## config.mk

```make
export PLATFORM = sky130hd
export DESIGN_NAME = serial_command_frame_deframer_top
export DESIGN_NICKNAME = d
export VERILOG_FILES = /design/src/rtl/scfd_pkg.sv /design/src/rtl/scfd_parser.sv /design/src/rtl/serial_command_frame_deframer_top.sv
export VERILOG_INCLUDE_DIRS = /design/src /design/src/rtl
export SDC_FILE = /design/constraint.sdc
export NUM_CORES = 1
export LEC_CHECK = 0
export ABC_AREA = 1
export ABC_CLOCK_PERIOD_IN_PS = 4900
export BUFFER_PORTS_ARGS = -buffer_cell sky130_fd_sc_hd__buf_2
export CORE_ASPECT_RATIO = 1.25
export CORE_MARGIN = 1.5
export CORE_UTILIZATION = 48
export DETAILED_ROUTE_END_ITERATION = 6
export PLACE_DENSITY = 0.79
export REMOVE_ABC_BUFFERS = 1
export SLEW_MARGIN = 10
export SYNTH_ARGS = -nofsm -noshare
export SYNTH_HDL_FRONTEND = slang
export SYNTH_SLANG_ARGS = --single-unit
```

## constraint.sdc

```tcl
create_clock -name aclk -period 4.9 [get_ports aclk]
set_input_delay 0.245 -clock aclk [delete_from_list [all_inputs] [get_ports aclk]]
set_output_delay 0.245 -clock aclk [all_outputs]
set_load 0.02 [all_outputs]
```

## src/rtl/serial_command_frame_deframer_top_defines.svh

```systemverilog
// assertion macros for the serial command frame deframer
// used by the top level only, needs aclk and aresetn in scope
`ifndef SERIAL_COMMAND_FRAME_DEFRAMER_TOP_DEFINES_SVH
`define SERIAL_COMMAND_FRAME_DEFRAMER_TOP_DEFINES_SVH

// same-cycle implication, checked outside reset
`define SCFD_ASSERT_NOW(label, ante, cons, msg) \
    label: assert property (@(posedge aclk) disable iff (!aresetn) (ante) |-> (cons)) \
        else $error(msg);

// next-cycle implication, checked outside reset
`define SCFD_ASSERT_NEXT(label, ante, cons, msg) \
    label: assert property (@(posedge aclk) disable iff (!aresetn) (ante) |=> (cons)) \
        else $error(msg);

`endif

```

## src/rtl/scfd_pkg.sv

```systemverilog
// shared types and constants of the serial command frame deframer
// no dependencies
`timescale 1ns / 1ps

package scfd_pkg;

    localparam int MAX_PAYLOAD = 8;
    localparam int POS_W       = 3;

    localparam logic [1:0] ST_OK  = 2'd0;
    localparam logic [1:0] ST_HDR = 2'd1;
    localparam logic [1:0] ST_LEN = 2'd2;

    // configuration register indexes
    localparam logic [1:0] REG_SYNC_FIRST  = 2'd0;
    localparam logic [1:0] REG_SYNC_SECOND = 2'd1;
    localparam logic [1:0] REG_SYNC_THIRD  = 2'd2;

    typedef struct packed {
        logic [7:0] sync_first;
        logic [7:0] sync_second;
        logic [7:0] sync_third;
    } sync_cfg_t;

    typedef struct packed {
        logic [1:0]  frame_status;
        logic [3:0]  payload_len;
        logic [63:0] payload_bytes;
    } scfd_result_t;

endpackage

```

## src/rtl/scfd_parser.sv

```systemverilog
// header hunt, length check and payload collection for the frame deframer
// depends on scfd_pkg
`timescale 1ns / 1ps

module scfd_parser (
    input  logic                  aclk,
    input  logic                  aresetn,
    input  logic                  byte_accept,
    input  logic [7:0]            rx_byte,
    input  scfd_pkg::sync_cfg_t   sync_cfg,
    output logic                  res_valid,
    output scfd_pkg::scfd_result_t res
);
    import scfd_pkg::*;

    localparam logic [2:0] PH_HUNT1 = 3'd0;
    localparam logic [2:0] PH_HUNT2 = 3'd1;
    localparam logic [2:0] PH_HUNT3 = 3'd2;
    localparam logic [2:0] PH_LEN   = 3'd3;
    localparam logic [2:0] PH_DATA  = 3'd4;

    logic [2:0] phase_reg, phase_next;
    logic [3:0] bytes_left_reg, bytes_left_next;
    logic [3:0] frame_length_reg, frame_length_next;
    logic [7:0] store_reg [MAX_PAYLOAD];

    logic [3:0]       pos_full;
    logic [POS_W-1:0] pos;
    logic             store_we;
    logic [63:0]      packed_bytes;

    assign pos_full = frame_length_reg - bytes_left_reg;
    assign pos      = pos_full[POS_W-1:0];

    // final byte is not in the store yet, so splice it in
    always_comb begin
        packed_bytes = '0;
        for (int i = 0; i < MAX_PAYLOAD; i++) begin
            if (4'(i) < frame_length_reg) begin
                if (POS_W'(i) == pos) begin
                    packed_bytes[8*i +: 8] = rx_byte;
                end else begin
                    packed_bytes[8*i +: 8] = store_reg[i];
                end
            end
        end
    end

    always_comb begin
        phase_next        = phase_reg;
        bytes_left_next   = bytes_left_reg;
        frame_length_next = frame_length_reg;
        store_we          = 1'b0;
        res_valid         = 1'b0;
        res               = '{frame_status: ST_OK, payload_len: 4'd0, payload_bytes: 64'd0};
        if (byte_accept) begin
            unique case (phase_reg)
                PH_HUNT2: begin
                    if (rx_byte != sync_cfg.sync_second) begin
                        res_valid         = 1'b1;
                        res.frame_status  = ST_HDR;
                        phase_next        = PH_HUNT1;
                        bytes_left_next   = 4'd0;
                        frame_length_next = 4'd0;
                    end else begin
                        phase_next = PH_HUNT3;
                    end
                end
                PH_HUNT3: begin
                    if (rx_byte != sync_cfg.sync_third) begin
                        res_valid         = 1'b1;
                        res.frame_status  = ST_HDR;
                        phase_next        = PH_HUNT1;
                        bytes_left_next   = 4'd0;
                        frame_length_next = 4'd0;
                    end else begin
                        phase_next = PH_LEN;
                    end
                end
                PH_LEN: begin
                    if (rx_byte == 8'd0 || rx_byte > 8'(MAX_PAYLOAD)) begin
                        res_valid         = 1'b1;
                        res.frame_status  = ST_LEN;
                        phase_next        = PH_HUNT1;
                        bytes_left_next   = 4'd0;
                        frame_length_next = 4'd0;
                    end else begin
                        phase_next        = PH_DATA;
                        bytes_left_next   = rx_byte[3:0];
                        frame_length_next = rx_byte[3:0];
                    end
                end
                PH_DATA: begin
                    store_we        = 1'b1;
                    bytes_left_next = bytes_left_reg - 4'd1;
                    if (bytes_left_reg == 4'd1) begin
                        res_valid         = 1'b1;
                        res.frame_status  = ST_OK;
                        res.payload_len   = frame_length_reg;
                        res.payload_bytes = packed_bytes;
                        phase_next        = PH_HUNT1;
                    end
                end
                // unused codes behave as hunting the first header byte
                default: begin
                    if (rx_byte != sync_cfg.sync_first) begin
                        res_valid         = 1'b1;
                        res.frame_status  = ST_HDR;
                        phase_next        = PH_HUNT1;
                        bytes_left_next   = 4'd0;
                        frame_length_next = 4'd0;
                    end else begin
                        phase_next = PH_HUNT2;
                    end
                end
            endcase
        end
    end

    always_ff @(posedge aclk) begin
        if (!aresetn) begin
            phase_reg        <= PH_HUNT1;
            bytes_left_reg   <= 4'd0;
            frame_length_reg <= 4'd0;
        end else begin
            phase_reg        <= phase_next;
            bytes_left_reg   <= bytes_left_next;
            frame_length_reg <= frame_length_next;
        end
    end

    always_ff @(posedge aclk) begin
        if (store_we) begin
            store_reg[pos] <= rx_byte;
        end
    end

endmodule

```

## src/rtl/serial_command_frame_deframer_top.sv

```systemverilog
// Serial command frame deframer, top level.
// Output: the result of a frame-ending or frame-breaking byte is registered behind m_tvalid.
// Throughput: one byte per cycle while the skid stage is empty; the output register plus
// a skid stage keep s_tready high while a single result waits on m_tready.
// Reset: synchronous active-low aresetn; hunting state, sync bytes back to ff 5a a5.
// depends on scfd_pkg, scfd_parser and serial_command_frame_deframer_top_defines.svh
`timescale 1ns / 1ps
`include "serial_command_frame_deframer_top_defines.svh"

module serial_command_frame_deframer_top (
    input  logic        aclk,
    input  logic        aresetn,
    // input stream
    input  logic        s_tvalid,
    output logic        s_tready,
    input  logic [7:0]  s_tdata,   // [7:0] rx_byte
    // result stream
    output logic        m_tvalid,
    input  logic        m_tready,
    output logic [71:0] m_tdata,   // [3:0] payload_len, [67:4] payload_bytes, [71:68] zero
    output logic [1:0]  m_tuser,   // [1:0] frame_status
    // configuration writes
    input  logic        cfg_valid,
    output logic        cfg_ready,
    input  logic [1:0]  cfg_index,
    input  logic [7:0]  cfg_data
);
    import scfd_pkg::*;

    sync_cfg_t    sync_cfg_reg;
    scfd_result_t out_reg, skid_reg, new_res;
    logic         out_valid_reg, skid_valid_reg;
    logic         new_valid, byte_accept, pop;

    assign cfg_ready   = 1'b1;
    assign s_tready    = !skid_valid_reg;
    assign byte_accept = s_tvalid && s_tready;
    assign pop         = out_valid_reg && m_tready;

    always_ff @(posedge aclk) begin
        if (!aresetn) begin
            sync_cfg_reg <= '{sync_first: 8'hff, sync_second: 8'h5a, sync_third: 8'ha5};
        end else if (cfg_valid) begin
            unique case (cfg_index)
                REG_SYNC_FIRST:  sync_cfg_reg.sync_first  <= cfg_data;
                REG_SYNC_SECOND: sync_cfg_reg.sync_second <= cfg_data;
                REG_SYNC_THIRD:  sync_cfg_reg.sync_third  <= cfg_data;
                default: ;
            endcase
        end
    end

    scfd_parser u_parser (
        .aclk        (aclk),
        .aresetn     (aresetn),
        .byte_accept (byte_accept),
        .rx_byte     (s_tdata),
        .sync_cfg    (sync_cfg_reg),
        .res_valid   (new_valid),
        .res         (new_res)
    );

    // output register with a skid stage behind it
    always_ff @(posedge aclk) begin
        if (!aresetn) begin
            out_valid_reg  <= 1'b0;
            skid_valid_reg <= 1'b0;
        end else begin
            if (skid_valid_reg) begin
                if (pop) begin
                    skid_valid_reg <= 1'b0;
                end
            end else if (new_valid) begin
                if (!out_valid_reg || pop) begin
                    out_valid_reg <= 1'b1;
                end else begin
                    skid_valid_reg <= 1'b1;
                end
            end else if (pop) begin
                out_valid_reg <= 1'b0;
            end
        end
    end

    always_ff @(posedge aclk) begin
        if (skid_valid_reg) begin
            if (pop) begin
                out_reg <= skid_reg;
            end
        end else if (new_valid) begin
            if (!out_valid_reg || pop) begin
                out_reg <= new_res;
            end else begin
                skid_reg <= new_res;
            end
        end
    end

    assign m_tvalid = out_valid_reg;
    assign m_tuser  = out_reg.frame_status;
    assign m_tdata  = {4'd0, out_reg.payload_bytes, out_reg.payload_len};

    `SCFD_ASSERT_NOW(a_skid_behind_out, skid_valid_reg, out_valid_reg,
        "skid stage holds a transaction while the output register is empty")
    `SCFD_ASSERT_NEXT(a_skid_refills, skid_valid_reg && m_tready, m_tvalid,
        "skid transaction lost when the output register drained")
    `SCFD_ASSERT_NOW(a_ok_len_range, m_tvalid && m_tuser == ST_OK,
        m_tdata[3:0] != 4'd0 && m_tdata[3:0] <= 4'(MAX_PAYLOAD),
        "completed frame with a length out of range")
    `SCFD_ASSERT_NOW(a_err_zero_fields, m_tvalid && m_tuser != ST_OK,
        m_tdata[3:0] == 4'd0 && m_tdata[67:4] == 64'd0,
        "error transaction carries a length or payload")

endmodule

```

==> results.json, run 1 <==
{
  "status": "finished clean",
  "max_stage_delay_ns": 0.54,
  "ys_seq_area_share_pct": 63.9,
  "synth.top_cell.area_share_pct": 57.0,
  "synth-seq-cells": 241,
  "ctsLongestPathBuffers": 3,
  "p_sw_share_pct": 23.7,
  "p_leak_nw": 5.29,
  "fmax_mhz": 330,
  "intPower_mw": 3.77,
  "post-cts-setup-buffer-count": 0,
  "dieArea_um2": 23300,
  "post_cts_resized": 0,
  "p_sw_mw": 1.17,
  "largest_reg_flops": 70,
  "die_x_um": 137,
  "yosys_warnings": 0,
  "cts_num_sinks": 241,
  "tns_ns": 0,
  "routed-via-count": 7321,
  "gp_congestion": 0.874,
  "final.fill_count": 1829,
  "rsz0062_at_grt": "false",
  "vdd_drop_max_v": 0.000243,
  "synthCells": 1060,
  "grt_use_met3_pct": 2.26,
  "finalCritPeriodShare_pct": 61.9,
  "clk_latency_ns": 0.52,
  "port_buffers": 94,
  "min_path_type": "in -> reg",
  "setup_viol": 0,
  "fin_area_um2": 12400,
  "combPwrFrac_pct": 9.6,
  "place_area_um2": 11400,
  "tritoncts": "done",
  "start_util_pct": 48.5,
  "power.density_nw_per_um2": 398,
  "nets": 1188,
  "clk_pin_slew_ns": 0.07,
  "slew_violations": 0,
  "period_minus_slack_ns": 3.03,
  "grt_pass1_wl_mm": 34.3,
  "finalHoldViolations": 0,
  "layout-drive-gt1-share_pct": 16.9,
  "worstPathArrival_ns": 3.18,
  "crit_path_end_kind": "flip-flop",
  "grt_pass1_vias": 6763,
  "avgRoutedWirePerCell_um": 14.9,
  "met2_usage_pct": 32.9,
  "grt_use_total_pct": 18.8,
  "grt-busiest-layer": "met2",
  "antenna_found_initial": 0,
  "cpMostUsedCell": "inv_1",
  "path_class": "reg -> reg",
  "drv_cap": 0,
  "routed_wirelength_mm": 21.7,
  "startpoint_type": "flip-flop",
  "yosys.area.top_type": "edfxtp_1",
  "crit_slowest_cell": "buf_4",
  "cts-buffers-inserted": 24,
  "gr-total-overflow": 0,
  "pwr-share-seq_pct": 48.2,
  "totalPowerFinal_mw": 4.94,
  "synth.avg_cell_area_um2": 10.1,
  "die_h_um": 170,
  "cts-root-buf": "clkbuf_16",
  "ant_nets": 0,
  "critPathMaxFanout": 39,
  "crit_chain": "inv_1 > nor3_4 > inv_1 > and2_4 > nand3_2 > nand2_2 > inv_1 > nand2_2 > nand3_1 > nand2_1 > inv_2 > buf_4",
  "ys_top_cells_by_area": "edfxtp_1 (57%), nand2_1 (8.6%), dfxtp_1 (6.9%)",
  "vias_per_cell": 5.01,
  "num_antenna_cells": 0,
  "cts_hold_buf": 8,
  "netlist-cell-type-count": 39,
  "ios": 100,
  "syn_area_um2": 10700,
  "use_met1_pct": 23.6,
  "dp_hpwl_mm": 14.2,
  "core_um2": 22100,
  "first_iter_violations": 586,
  "clockPowerShare_pct": 42.2,
  "grt_max_degree": 72,
  "crit_required_ns": 5.05,
  "cts_max_level": 1,
  "final.setup_skew_ns": 0.0189,
  "rows": 61,
  "drc": 0,
  "syn2layout_area_growth_pct": 15.5,
  "first_pass_iters": 5,
  "tightest_slew_ns": 0.861,
  "relSlewSlack_pct": 42.5
}
-- per-stage QoR --
| step | std cells | utilization [%] | hold WS [ns] | setup WS [ns] |
|---|---|---|---|---|
| 2_1_floorplan | 1027 | - | 0.329 | -0.795 |
| 3_3_place_gp | 1410 | 51.6 | 0.451 | 1.74 |
| 3_5_place_dp | 1410 | 51.6 | 0.454 | 1.66 |
| 4_1_cts | 1462 | 56.1 | 0.125 | 1.87 |
| 5_1_grt | 1462 | 56.1 | 0.125 | 1.63 |
| 6_report | 1462 | 56.1 | 0.126 | 1.87 |
-- power by group through the flow --
stage	combinational [mW]	sequential [mW]	clock [mW]
after floorplan	0.211	2.52	0
after global placement	0.462	2.42	0
after detailed placement	0.475	2.43	0
after CTS	0.481	2.38	2.11
after global routing	0.528	2.39	2.19
final	0.477	2.38	2.08
-- layer usage --
layer  vias to the layer above  wire [µm]
met5                         -          0
met4                         0        759
met1                      3389       8750
met3                        53       1180
li1                       3636          -
met2                       243      11000
-- final cells by class --
| type | count | area (µm²) | area share (%) |
|---|---|---|---|
| timing repair buffer | 108 | 596 | 4.80 |
| tap | 283 | 354 | 2.85 |
| multi-input combinational | 605 | 3010 | 24.2 |
| sequential | 241 | 6870 | 55.3 |
| inverter | 181 | 681 | 5.48 |
| clock buffer | 26 | 629 | 5.07 |
| clock inverter | 18 | 277 | 2.23 |
-- cells in the mapped netlist --
library cell,instances
clkinv_2,1
nand2_1,245
clkbuf_2,1
nor3_1,11
nor2_2,1
and2_4,1
edfxtp_1,204
o21ai_4,3
nand2_4,4
buf_2,9
o21ai_2,17
nor2_8,1
inv_1,177
ha_1,3
o31ai_2,1
fa_1,1
buf_6,5
nand3b_1,1
nor3_4,1
nand3_2,1
nand3_1,26
o21ai_0,54
nand2_2,13
nor3b_2,8
nor2_4,1
conb_1,2
xnor2_1,16
o31ai_1,7
xor2_1,1
o21ai_1,43
nor2_1,104
a21o_1,9
inv_2,3
o21a_1,1
dfxtp_1,37
a21oi_1,19
clkbuf_1,14
o211ai_1,7
buf_4,7
-- worst paths after layout --
path,slack [ns],cells past startpoint,to,from
worst max-delay path,1.87,12,m_tdata[66],u_parser.phase_reg[2]
worst min-delay path,0.13,1,u_parser.store_reg[5][2],s_tdata[2]
worst max register to register,1.87,12,m_tdata[66],u_parser.phase_reg[2]
worst min register to register,0.46,2,u_parser.bytes_left_reg[1],u_parser.bytes_left_reg[1]
-- logic make-up (layout without fill, tap and decap cells) --
family | after synthesis | in the layout | synth area share [%]
adder cells (fa/ha/maj) | 4 | 4 | 0.536
AND/OR/NAND/NOR | 418 | 418 | 16.8
AO/OA/AOI/OAI | 161 | 161 | 9.04
XOR/XNOR | 17 | 17 | 1.39
other | 2 | 5 | 0.0699
flip-flops | 241 | 241 | 63.9
buffers and inverters | 217 | 333 | 8.30
-- worst max-delay path, delay by kind of cell, from the launching register on --
kind / cells / cell delay [ns]
buf+inv: 5 / 1.42
simple gates: 7 / 0.83
flops: 1 / 0.35
-- cells in the final DEF, fill, tap and decap left out, types with 8 or more instances in the layout --
| cell | count |
|---|---|
| nand3_1 | 26 |
| xnor2_1 | 16 |
| dlygate4sd3_1 | 8 |
| clkbuf_16 | 25 |
| buf_2 | 94 |
| inv_1 | 176 |
| nor3_1 | 11 |
| a21oi_1 | 18 |
| o21ai_0 | 54 |
| nand2_1 | 245 |
| o21ai_2 | 17 |
| dfxtp_1 | 36 |
| nand2_2 | 13 |
| a21o_1 | 9 |
| nor2_1 | 104 |
| o21ai_1 | 43 |
| nor3b_2 | 8 |
| edfxtp_1 | 204 |
Note: power is estimated with default switching activity, not from simulation.
==> run 2, diff against run 1 <==
--- a/config.mk
+++ b/config.mk
@@ -7,7 +7,7 @@
 export NUM_CORES = 1
 export LEC_CHECK = 0
 export ABC_AREA = 1
-export ABC_CLOCK_PERIOD_IN_PS = 4900
+export ABC_CLOCK_PERIOD_IN_PS = 2600
 export BUFFER_PORTS_ARGS = -buffer_cell sky130_fd_sc_hd__buf_2
 export CORE_ASPECT_RATIO = 1.25
 export CORE_MARGIN = 1.5
==> constraint.sdc (replaced) <==
create_clock -name aclk -period 2.6 [get_ports aclk]
set_input_delay 0.13 -clock aclk [delete_from_list [all_inputs] [get_ports aclk]]
set_output_delay 0.13 -clock aclk [all_outputs]
set_load 0.02 [all_outputs]
==> run 2 against run 1 <==
Compared with the run above: combinational power increased by 100%; core utilization grew 0.94 points; final area up 1.7%; hold slack worse by 0.11 ns; clock power grew 84%; via count is 1.7% higher; sequential power rose by 89%; sequential cell count unchanged; sequential share of layout area decreased by 0.92 points; critical path depth fell by 4; setup slack lost 1.7 ns; critical endpoint is now u_parser.store_reg[5][4]; highest routed layer unchanged.
==> results.json, run 2 (same netlist as run 1, synthesis figures left out) <==
{
  "status": "finished clean",
  "startpoint": "u_parser.frame_length_reg[0]",
  "cts-buffers-inserted": 24,
  "p_leak_nw": 5.43,
  "post-cts-setup-buffer-count": 0,
  "grt_use_total_pct": 19.9,
  "mostFrequentLayoutCells": "nand2_1 (245), edfxtp_1 (204), inv_1 (176), nor2_1 (104), buf_2 (94)",
  "critPathMaxFanout": 17,
  "power.density_nw_per_um2": 735,
  "vias_per_cell": 5.00,
  "period_minus_slack_ns": 2.43,
  "ctsLongestPathBuffers": 3,
  "nets": 1213,
  "first_pass_iters": 5,
  "dp_hpwl_mm": 14.9,
  "r2r_cells": 8,
  "tritoncts": "done",
  "num_antenna_cells": 0,
  "r2r-end": "u_parser.store_reg[5][4]",
  "setup_viol": 0,
  "multi_input_area_um2": 3010,
  "routed_wirelength_mm": 22.7,
  "core_um2": 22100,
  "slew_violations": 0,
  "layout-drive-gt1-share_pct": 18.3,
  "avgRoutedWirePerCell_um": 15.3,
  "grt_max_degree": 72,
  "grt_pass1_vias": 7224,
  "min_path_type": "in -> reg",
  "die_h_um": 170,
  "final_common_cell": "nand2_1",
  "gr-total-overflow": 0,
  "antenna_found_initial": 0,
  "port_buffers": 94,
  "startpoint_type": "flip-flop",
  "worstHoldEndpoint": "u_parser.store_reg[2][7]",
  "rows": 61,
  "gp_congestion": 0.891,
  "r2r_slack_ns": 0.17,
  "drc": 0,
  "path_class": "reg -> reg",
  "grt_pass1_wl_mm": 36.3,
  "worstHoldStart": "s_tdata[7]",
  "regArea_um2": 6870,
  "dieArea_um2": 23300,
  "syn2layout_area_growth_pct": 17.5,
  "final.setup_skew_ns": 0.00705,
  "hold_path_depth": 1,
  "routed-via-count": 7442,
  "cts_num_sinks": 241,
  "drv_cap": 0,
  "rsz0062_at_grt": "true",
  "fmax_mhz": 411,
  "vdd_drop_max_v": 0.000537,
  "cts_max_level": 1,
  "totalPowerFinal_mw": 9.28,
  "finalCritPeriodShare_pct": 93.6,
  "start_util_pct": 48.5,
  "cts-root-buf": "clkbuf_16",
  "r2r_start": "u_parser.frame_length_reg[0]",
  "largest_reg_flops": 70,
  "crit_path_end_kind": "flip-flop",
  "finalHoldViolations": 0,
  "final.fill_count": 1827,
  "clk_latency_ns": 0.51,
  "relSlewSlack_pct": 45.5,
  "final_util_pct": 57.0,
  "first_iter_violations": 537,
  "clk_pin_slew_ns": 0.06,
  "die_x_um": 137,
  "ant_nets": 0,
  "crit_required_ns": 2.82,
  "ios": 100,
  "tightest_slew_ns": 0.817,
  "worstPathArrival_ns": 2.66
}
[run 2: changes by cell type in the layout (fill, tap and decap cells not counted), sizes merged]
cell / previous run / this run
dlygate4sd3: 8 / 11
buf: 100 / 122
clkinv: 7 / 8
clkinvlp: 3 / 1
clkbuf: 26 / 30
inv: 182 / 180
bufinv: 7 / 6
[run 2: worst max path at each step]
stage                               end  slack (ns)  cells past startpoint
2_1_floorplan               skid_reg[0]       -3.09                      7
6_report       u_parser.store_reg[5][4]        0.17                      8
3_3_place_gp   u_parser.store_reg[5][1]        0.27                      8
4_1_cts        u_parser.store_reg[5][4]        0.16                      8
3_5_place_dp   u_parser.store_reg[5][5]        0.20                      8
5_1_grt                     m_tdata[31]     -0.0004                      9
[run 2: metal layers]
metal	share of wire [%]	GRT usage [%]	up-vias
met2	52	35.8	203
met4	2.2	7.51	0
met1	40	24.2	3517
met3	4.9	2.29	39
li1	-	-	3683
met5	0	0	-
[run 2: worst max-delay path, cell delays in order (launching register included)]
cell	delay, ns
dfxtp_1	0.32
inv_1	0.11
ha_1	0.17
inv_1	0.06
fa_1	0.54
nor2_1	0.32
nand2_2	0.29
nor2_1	0.17
buf_4	0.18
[run 2: layout make-up]
cell class	count	area share, %
Sequential cell	241	54.4
Multi-Input combinational cell	605	23.8
Timing Repair Buffer	133	6.56
Inverter	181	5.39
Clock buffer	30	5.26
Tap cell	283	2.81
Clock inverter	14	1.72
[run 2: timing repair]
action / 4_1_cts / 5_1_grt
endpoints found under the hold margin: 27 / 0
endpoints found under the setup margin: 0 / 3
resized for setup: 0 / 3
hold buffers: 11 / 0
[run 2: stage by stage]
step / area [µm²] / std cells / worst slack, ns / hold slack (ns) / setup TNS [ns]
floorplan: 10500 / 1027 / -3.09 / 0.214 / -302.47
finish: 12600 / 1487 / 0.166 / 0.0152 / 0
global route: 12600 / 1487 / -0.000446 / 0.000849 / -0.000849
global placement: 11600 / 1432 / 0.274 / 0.378 / 0
detailed placement: 11600 / 1432 / 0.197 / 0.380 / 0
CTS: 12600 / 1487 / 0.158 / 0.00156 / 0
[run 2: power by group]
| group | switching (mW) | internal (mW) | leakage, nW |
|---|---|---|---|
| registers | 0.0791 | 4.42 | 2.09 |
| logic | 0.683 | 0.278 | 2.90 |
| clock network | 1.42 | 2.40 | 0.434 |
| total | 2.18 | 7.10 | 5.43 |
